===== src/rtl/fat_sector_chain_walker_macros.svh =====
`ifndef FAT_SECTOR_CHAIN_WALKER_MACROS_SVH
`define FAT_SECTOR_CHAIN_WALKER_MACROS_SVH

`ifndef SYNTHESIS

// same-cycle implication
`define FSCW_ASSERT_IMP(name, clk, rst_n, ante, cons) \
  name: assert property (@(posedge clk) disable iff (!rst_n) (ante) |-> (cons)) \
    else $error("fscw assertion failed");

// next-cycle implication
`define FSCW_ASSERT_NXT(name, clk, rst_n, ante, cons) \
  name: assert property (@(posedge clk) disable iff (!rst_n) (ante) |=> (cons)) \
    else $error("fscw assertion failed");

`else

`define FSCW_ASSERT_IMP(name, clk, rst_n, ante, cons)
`define FSCW_ASSERT_NXT(name, clk, rst_n, ante, cons)

`endif

`endif


===== src/rtl/fscw_pkg.sv =====
`timescale 1ns / 1ps

package fscw_pkg;

  localparam int SEC_W   = 10;
  localparam int IDX_W   = 10;
  localparam int WORD_W  = 32;
  localparam int ENT_W   = 11;
  localparam int EPOCH_W = 8;

  localparam logic [WORD_W-1:0] MK_FREE = 32'hFFFF_FFFF;
  localparam logic [WORD_W-1:0] MK_END  = 32'hFFFF_FFFE;
  localparam logic [WORD_W-1:0] MK_FAT  = 32'hFFFF_FFFD;
  localparam logic [WORD_W-1:0] MK_DIF  = 32'hFFFF_FFFC;

  typedef enum logic [1:0] {
    OP_WRITE   = 2'd0,
    OP_START   = 2'd1,
    OP_ADVANCE = 2'd2
  } op_t;

  typedef enum logic [2:0] {
    STAT_SECTOR  = 3'd0,
    STAT_END     = 3'd1,
    STAT_CYCLE   = 3'd2,
    STAT_RANGE   = 3'd3,
    STAT_MARKER  = 3'd4,
    STAT_WRITTEN = 3'd5,
    STAT_IDLE    = 3'd6
  } status_t;

  typedef enum logic [1:0] {
    ST_SWEEP,
    ST_IDLE,
    ST_READ
  } state_t;

  typedef struct packed {
    logic [SEC_W-1:0] sector;
    status_t          status;
    logic             done;
  } res_t;

endpackage


===== src/rtl/fscw_walk_ctrl.sv =====
`timescale 1ns / 1ps
`include "fat_sector_chain_walker_macros.svh"

module fscw_walk_ctrl
  import fscw_pkg::*;
#(
  parameter int FAT_DEPTH = 1024
) (
  input  logic                         clk,
  input  logic                         rst_n,
  input  logic                         cfg_wr_en,
  input  logic [ENT_W-1:0]             cfg_wr_data,
  input  logic                         in_valid,
  output logic                         in_ready,
  input  logic [1:0]                   in_op,
  input  logic [IDX_W-1:0]             in_entry_index,
  input  logic [WORD_W-1:0]            in_value,
  output logic                         out_valid,
  input  logic                         out_ready,
  output res_t                         out_res,
  output logic                         fat_we,
  output logic [$clog2(FAT_DEPTH)-1:0] fat_addr,
  output logic [WORD_W-1:0]            fat_wdata,
  input  logic [WORD_W-1:0]            fat_rdata,
  output logic                         vis_we,
  output logic [$clog2(FAT_DEPTH)-1:0] vis_addr,
  output logic [EPOCH_W-1:0]           vis_wdata,
  input  logic [EPOCH_W-1:0]           vis_rdata
);

  localparam int AW = $clog2(FAT_DEPTH);
  localparam logic [AW-1:0] LAST_ADDR = AW'(FAT_DEPTH - 1);
  localparam logic [EPOCH_W-1:0] EPOCH_MAX = '1;
  localparam logic [EPOCH_W-1:0] EPOCH_FIRST = EPOCH_W'(1);

  state_t              state_r, state_nxt;
  logic [AW-1:0]       sweep_cnt_r, sweep_cnt_nxt;
  logic [EPOCH_W-1:0]  epoch_r, epoch_nxt;
  logic [WORD_W-1:0]   cur_sec_r, cur_sec_nxt;
  logic                walking_r, walking_nxt;
  logic [ENT_W-1:0]    lim_r, lim_nxt;
  logic                out_valid_r, out_valid_nxt;
  res_t                out_res_r, out_res_nxt;

  logic                in_fire;
  logic                idx_ok;
  logic                start_empty;
  logic                adv_go;
  logic                is_cycle;

  assign in_ready = (state_r == ST_IDLE) && (!out_valid_r || out_ready);
  assign in_fire  = in_valid && in_ready;

  assign idx_ok      = 32'(in_entry_index) < 32'(FAT_DEPTH);
  assign start_empty = (in_value == MK_END) || (in_value == MK_FREE);
  assign adv_go      = walking_r && (cur_sec_r != MK_END) && (cur_sec_r >= 32'(lim_r)) == 1'b0;
  assign is_cycle    = (vis_rdata == epoch_r);

  // next state
  always_comb begin
    state_nxt = state_r;
    case (state_r)
      ST_SWEEP: begin
        if (sweep_cnt_r == LAST_ADDR) begin
          state_nxt = ST_IDLE;
        end
      end
      ST_IDLE: begin
        if (in_fire) begin
          if (in_op == OP_START && epoch_r == EPOCH_MAX) begin
            state_nxt = ST_SWEEP;
          end else if (in_op == OP_ADVANCE && adv_go) begin
            state_nxt = ST_READ;
          end
        end
      end
      ST_READ: begin
        state_nxt = ST_IDLE;
      end
      default: begin
        state_nxt = ST_SWEEP;
      end
    endcase
  end

  // datapath and memory control
  always_comb begin
    sweep_cnt_nxt = sweep_cnt_r;
    epoch_nxt     = epoch_r;
    cur_sec_nxt   = cur_sec_r;
    walking_nxt   = walking_r;
    lim_nxt       = lim_r;
    out_valid_nxt = out_valid_r && !out_ready;
    out_res_nxt   = out_res_r;
    fat_we        = 1'b0;
    fat_addr      = AW'(cur_sec_r);
    fat_wdata     = in_value;
    vis_we        = 1'b0;
    vis_addr      = AW'(cur_sec_r);
    vis_wdata     = epoch_r;

    if (cfg_wr_en) begin
      lim_nxt = (32'(cfg_wr_data) > 32'(FAT_DEPTH)) ? ENT_W'(FAT_DEPTH) : cfg_wr_data;
    end

    case (state_r)
      ST_SWEEP: begin
        vis_we        = 1'b1;
        vis_addr      = sweep_cnt_r;
        vis_wdata     = '0;
        sweep_cnt_nxt = (sweep_cnt_r == LAST_ADDR) ? '0 : sweep_cnt_r + AW'(1);
      end
      ST_IDLE: begin
        if (in_fire) begin
          out_valid_nxt = 1'b1;
          out_res_nxt   = '{sector: '0, status: STAT_IDLE, done: 1'b0};
          case (in_op)
            OP_WRITE: begin
              fat_we      = idx_ok;
              fat_addr    = AW'(in_entry_index);
              out_res_nxt = '{sector: '0, status: STAT_WRITTEN, done: 1'b0};
            end
            OP_START: begin
              epoch_nxt = (epoch_r == EPOCH_MAX) ? EPOCH_FIRST : epoch_r + EPOCH_FIRST;
              if (start_empty) begin
                walking_nxt = 1'b0;
                cur_sec_nxt = '0;
                out_res_nxt = '{sector: '0, status: STAT_END, done: 1'b1};
              end else begin
                walking_nxt = 1'b1;
                cur_sec_nxt = in_value;
              end
            end
            OP_ADVANCE: begin
              if (walking_r) begin
                if (cur_sec_r == MK_END) begin
                  walking_nxt = 1'b0;
                  out_res_nxt = '{sector: '0, status: STAT_END, done: 1'b1};
                end else if (cur_sec_r >= 32'(lim_r)) begin
                  walking_nxt = 1'b0;
                  out_res_nxt = '{sector: '0, status: STAT_RANGE, done: 1'b1};
                end else begin
                  out_valid_nxt = 1'b0;
                end
              end
            end
            default: begin
            end
          endcase
        end
      end
      ST_READ: begin
        out_valid_nxt = 1'b1;
        if (is_cycle) begin
          walking_nxt = 1'b0;
          out_res_nxt = '{sector: '0, status: STAT_CYCLE, done: 1'b1};
        end else begin
          vis_we = 1'b1;
          if (fat_rdata == MK_FAT || fat_rdata == MK_DIF) begin
            walking_nxt = 1'b0;
            out_res_nxt = '{sector: cur_sec_r[SEC_W-1:0], status: STAT_MARKER, done: 1'b1};
          end else begin
            cur_sec_nxt = fat_rdata;
            out_res_nxt = '{sector: cur_sec_r[SEC_W-1:0], status: STAT_SECTOR, done: 1'b0};
          end
        end
      end
      default: begin
      end
    endcase
  end

  always_ff @(posedge clk) begin
    if (!rst_n) begin
      state_r     <= ST_SWEEP;
      sweep_cnt_r <= '0;
      epoch_r     <= EPOCH_FIRST;
      cur_sec_r   <= '0;
      walking_r   <= 1'b0;
      lim_r       <= '0;
      out_valid_r <= 1'b0;
    end else begin
      state_r     <= state_nxt;
      sweep_cnt_r <= sweep_cnt_nxt;
      epoch_r     <= epoch_nxt;
      cur_sec_r   <= cur_sec_nxt;
      walking_r   <= walking_nxt;
      lim_r       <= lim_nxt;
      out_valid_r <= out_valid_nxt;
    end
  end

  always_ff @(posedge clk) begin
    out_res_r <= out_res_nxt;
  end

  assign out_valid = out_valid_r;
  assign out_res   = out_res_r;

  `FSCW_ASSERT_IMP(a_read_out_free, clk, rst_n, state_r == ST_READ, !out_valid_r)
  `FSCW_ASSERT_NXT(a_read_gives_result, clk, rst_n, state_r == ST_READ, out_valid_r)
  `FSCW_ASSERT_IMP(a_epoch_nonzero, clk, rst_n, 1'b1, epoch_r != '0)
  `FSCW_ASSERT_IMP(a_walk_end_reported, clk, rst_n, $past(rst_n) && $fell(walking_r), out_valid_r)

endmodule


===== config.mk =====
export PLATFORM = sky130hd
export DESIGN_NAME = fscw_walk_ctrl
export DESIGN_NICKNAME = d
export VERILOG_FILES = /design/src/rtl/fscw_pkg.sv /design/src/rtl/fscw_walk_ctrl.sv
export VERILOG_INCLUDE_DIRS = /design/src /design/src/rtl
export SDC_FILE = /design/constraint.sdc
export NUM_CORES = 1
export LEC_CHECK = 0
export BUFFER_PORTS_ARGS = -buffer_cell sky130_fd_sc_hd__buf_2
export CORE_UTILIZATION = 35
export DETAILED_ROUTE_END_ITERATION = 8
export SYNTH_ARGS = -nofsm -noshare
export SYNTH_HDL_FRONTEND = slang
export SYNTH_SLANG_ARGS = --single-unit

===== constraint.sdc =====
create_clock -name clk -period 1.9 [get_ports clk]
set_input_delay 0.38 -clock clk [delete_from_list [all_inputs] [get_ports clk]]
set_output_delay 0.38 -clock clk [all_outputs]
set_load 0.02 [all_outputs]

======== Word level (Yosys, flattened, before mapping) ========
Cells that the tools add are included.
cells by class
  bitwise operators ....................... 1
  $mul .................................... 0
  order comparisons ....................... 2
  div/mod/pow operators ................... 0
  reduce and logical (&&, ||, !) cells .... 20
  muxes and demuxes ....................... 48
  $add $sub $neg .......................... 2
  equality and inequality tests ........... 21
  shift operators ......................... 0
operator list
  operator                                                                  number
  32-bit == test (second input constant)                                    5
  32-bit 2-to-1 mux                                                         5
  32-bit case mux with 2 select lines                                       1
  10-bit 2-to-1 mux                                                         5
  32-bit by 11-bit >= comparator with 1-bit output                          1
  32-bit inequality test (second input constant)                            1
  14-bit 2-to-1 mux                                                         2
  14-bit case mux with 2 select lines                                       1
  4-bit 2-to-1 mux                                                          5
  1-bit 2-to-1 mux                                                          16
  8-bit 2-to-1 mux                                                          2
  4-bit case mux with 3 select lines                                        1
  11-bit > comparator (second input constant)                               1
  11-bit 2-to-1 mux                                                         1
  10-bit by 1-bit adder with 10-bit output (second input constant)          1
  10-bit == test (second input constant)                                    1
  8-bit by 1-bit adder with 8-bit output (second input constant)            1
  8-bit == test                                                             1
  8-bit == test (second input constant)                                     1
  2-bit 2-to-1 mux                                                          4
  2-bit inequality test (second input constant)                             4
  1-bit case mux with 2 select lines                                        4
  1-bit logical AND                                                         7
  3-bit by 1-bit inequality test with 1-bit output (second input constant)  2
  14 further kinds                                                          21
word-level totals
  RAM bits ................................ 0
  memories ................................ 0
  bits in latches ......................... 0
  ROM bits ................................ 0
  flip-flop bits (word level) ............. 79
  logic and storage cells ................. 104

======== Depth between registers and ports, before layout ========
  depth in word-level cells ............... 8
  mapped depth ............................ 10

======== Worst setup path before layout ========
Ideal clock, no wire load.
  kind .................................... reg-to-output
  start ................................... register state_r[1]
  end ..................................... output fat_addr[0]
  slack ................................... -0.456 ns
  arrival time ............................ 1.976 ns
  stages on the path, launching flop included .. 9
  path buffers ............................ 2
  required time ........................... 1.520 ns
  cell sequence ........................... dfxtp_1 -> inv_1 -> ha_1 -> buf_2 -> nand3_1 -> or3_1 -> clkbuf_1 -> inv_1 -> o21ai_0
on the way
  longest elaborated chain between the ends .. 5
RTL lines
  what                                          RTL line                                     source
  start: declaration                            fscw_walk_ctrl.sv:36                         state_t state_r, state_nxt;
  start signal: assignment                      fscw_walk_ctrl.sv:183                        state_r <= state_nxt;
  2-bit by 1-bit == test with 1-bit output (*)  fscw_walk_ctrl.sv:51, fscw_walk_ctrl.sv:106
  1-bit logical AND                             fscw_walk_ctrl.sv:51                         assign in_ready = (state_r == ST_IDLE) && (!out_valid_r || out_ready);
  1-bit logical AND                             fscw_walk_ctrl.sv:52                         assign in_fire = in_valid && in_ready;
  10-bit 2-to-1 mux                             fscw_walk_ctrl.sv:114                        if (in_fire) begin
  10-bit 2-to-1 mux (*)                         fscw_walk_ctrl.sv:106                        case (state_r)
  end: declaration                              fscw_walk_ctrl.sv:22                         output logic [$clog2(FAT_DEPTH)-1:0] fat_addr,
Every way passes the cells marked *; elsewhere a longest branch is shown, timed or not.

======== Worst setup path in the final report ========
  start ................................... register state_r[0]
  end ..................................... output fat_addr[9]
The elaborated chain is that of the path after synthesis.

==> impl_metrics.py <==
metrics = {
    "outcome": {
        "status": "finished with violations",
        "violations": "negative setup slack",
    },
    "hold_path": {
        "hold_path.startpoint": "cfg_wr_data[8]",
        "hold_path_class": "in -> reg",
        "min_to": "lim_r[8]$_SDFFE_PN0P_",
        "holdPathStages": 3,
    },
    "finish": {
        "utilization_pct": 60.0,
        "final_common_cell": "buf_2",
        "final_layout_size_suffix_gt1_share_pct": 59.7,
        "stdcell_area_mm2": 0.00797,
        "area_growth_syn_to_layout_pct": 66.4,
        "final_cell_mix": "147 x buf_2, 137 x buf_4, 52 x dfxtp_1",
        "diodes": 0,
        "final_nets": 932,
    },
    "floorplan": {
        "core_area_mm2": 0.0133,
        "die-area_mm2": 0.0142,
        "die_y_um": 119,
        "io_pins": 178,
        "fp.dieW_um": 119,
        "initial_utilization_pct": 36.0,
        "rows": 42,
    },
    "synth": {
        "syn_area_per_cell_um2": 9.02,
        "synth-compound-area-share_pct": 20.9,
        "synth_warnings": 0,
        "synth_top_family_by_area": "compound AO/OA/AOI/OAI gates",
        "synth_fa_ha_area_share_pct": 4.18,
        "synth_top_area_share_pct": 27.2,
        "syn_nets": 647,
        "ys_seq_elements": 79,
        "synth_xor_area_share_pct": 3.66,
        "synth_cell_types": 49,
        "postSynth.asyncResetShare_pct": 0,
        "synth-simple-area-share_pct": 20.5,
        "yosys.area.top_type": "dfxtp_1",
        "syn_area_mm2": 0.00479,
        "synth_edf_count": 14,
        "synth_seq_area_share_pct": 35.9,
        "synthMuxAreaShare_pct": 4.44,
        "ys_top_cells_by_area": "dfxtp_1 27%, edfxtp_1 8.8%, a211oi_2 8.4%, a22oi_1 5.3%, buf_4 5.3%",
        "synth_cells": 531,
        "ys.flop_type": "dfxtp_1",
    },
    "power": {
        "p_total_uw": 4060,
        "vdd_drop_max_mv": 0.488,
        "p_leak_uw": 0.00351,
        "p_per_area_mw_per_mm2": 509,
    },
    "clock_tree": {
        "cts_tree": "yes",
        "cts_num_sinks": 79,
        "cts_buffer_depth": 2,
        "cts_root_buffer": "clkbuf_16",
        "clock_latency_ps": 340,
        "cts_buffers": 9,
        "cts_max_level": 3,
        "clkTransAtPathRegs_ps": 60,
    },
    "sta": {
        "hold_viol": 0,
        "fin_skew_ps": 6.64,
        "setup_viol": 64,
        "finalCritPeriodShare_pct": 122,
        "timing.final.ws_setup_ps": -418,
        "tightest_slew_ps": 776,
        "drv_slew": 0,
        "min_period_ps": 2320,
        "fin_tns_setup_ps": -14060,
        "rsz0062_at_grt": "true",
        "slew_headroom_pct": 47.6,
        "max_clock_freq_mhz": 431,
    },
    "worst_setup_path": {
        "critPathKind": "reg -> out",
        "ff2ff_path_depth": 12,
        "r2r_end": "cur_sec_r[8]$_SDFFE_PN0P_",
        "startpoint_type": "flip-flop",
        "crit_path_max_fanout": 5,
        "reg2reg_from": "state_r[0]$_SDFFE_PN0P_",
        "crit_required_ps": 1520,
        "startpoint": "state_r[0]$_SDFFE_PN0P_",
        "r2r_slack_ps": -280,
        "worstPathArrival_ps": 1940,
        "critPathCaptureType": "primary output",
    },
    "global_routing": {
        "antenna_found_initial": 0,
        "grt_pass1_wl_mm": 27.0,
        "grt_pass1_vias": 5461,
        "grt_overflow": 0,
        "grt_start_max_net_pins": 39,
        "track_usage_pct": 24.4,
    },
    "placement": {
        "dp_hpwl_mm": 12.2,
        "postPlaceCellArea_mm2": 0.00656,
        "io_buffers": 177,
        "place_congestion": 0.880,
    },
    "drt": {
        "route.detailed.drc": 0,
        "vias": 5293,
        "drt_iter0_drc": 229,
        "drt_first_pass_iters": 5,
        "drt_wl_total_mm": 17.5,
        "ant_nets": 0,
        "via_per_inst": 5.31,
        "wl_per_cell_um": 17.6,
    },
    "job": {
        "cap_viol_max_count": 0,
    },
}
cell families (layout without fill, tap and decap cells):
kind of cell	count (synthesis)	count (layout)
and+or+nand+nor	191	191
AOI/OAI and AO/OA	120	121
buffers and inverters	86	375
DFF	79	79
xor gates and xnor gates	20	20
muxes	19	19
adders and majority gates	16	16
metrics by stage:
stage               setup WS (ps)  instances  hold WS (ps)
floorplan                   -79.2        531           444
global placement             -547        946           455
detailed placement           -608        946           465
CTS                          -397        995           325
global route                 -457        997           346
finish                       -418        997           327
routing by layer:
metal | track usage [%] | vias to the layer above | wire (um)
met4 | 9.49 | 0 | 520
met5 | 0 | - | 0
met1 | 27.1 | 2543 | 6870
met2 | 45.8 | 211 | 9220
met3 | 4.21 | 50 | 916
li1 | - | 2489 | -
cells in the mapped netlist, types with 3 or more instances:
library cell and instances:
dfxtp_1 65, nor2_1 55, a22oi_1 34, buf_4 34
a211oi_2 32, nand4_1 32, nand2_1 28, inv_1 23
clkbuf_1 20, xor2_1 19, mux2_2 18, and2_1 17
ha_1 16, a21oi_1 15, edfxtp_1 14, nor4_1 12
nand3_1 11, nor2b_1 11, o21ai_0 11, nand2b_1 9
buf_6 6, o22ai_1 5, and3_1 4, a21o_1 3
nand3b_1 3, o21a_1 3, or3_1 3, or4_1 3
final cells by class:
class                   count  area (um^2)
repair buffers            336         2520
multi-input cells         367         3090
inverters                  23          101
flip-flops and latches     79         1740
clock buffers              13          260
fillers                  1112         5320
well taps                 176          220
clock inverters             3         42.5
report_power, final:
group / leakage [uW] / switching, uW / internal (uW)
clock network: 0.000146 / 684 / 1090
registers: 0.000637 / 8.94 / 1710
logic: 0.00273 / 293 / 271
registers in the layout, indices dropped and copies added (netlist names):
register     cells
out_res         14
walking_r        1
sweep_cnt_r     10
out_valid        1
epoch_r          8
cur_sec_r       32
state_r          2
lim_r           11
critical path: stages (launching register included):
cell     delay [ps]
dfxtp_2         330
buf_6            90
ha_4            130
nand3_4          70
or3_4           390
buf_16          160
mux2_2          290
buf_6           130
repair_timing:
action,CTS,global route
buffers inserted,28,4
hold buffers,0,0
setup endpoints to repair,65,86
gates cloned,8,0
resized for setup,162,36
pin swaps,32,9
worst max-delay path by stage:
stage                                             to  slack, ps  depth (start not counted)
final                                    fat_addr[9]       -420                          7
after global routing                     fat_addr[9]       -460                          7
after CTS                                fat_addr[1]       -400                          7
after detailed placement  cur_sec_r[16]$_SDFFE_PN0P_       -610                          8
after global placement    cur_sec_r[24]$_SDFFE_PN0P_       -550                          8
after floorplan                 out_res[0]$_DFFE_PP_        -80                          8
(Power assumes the default switching activity.)
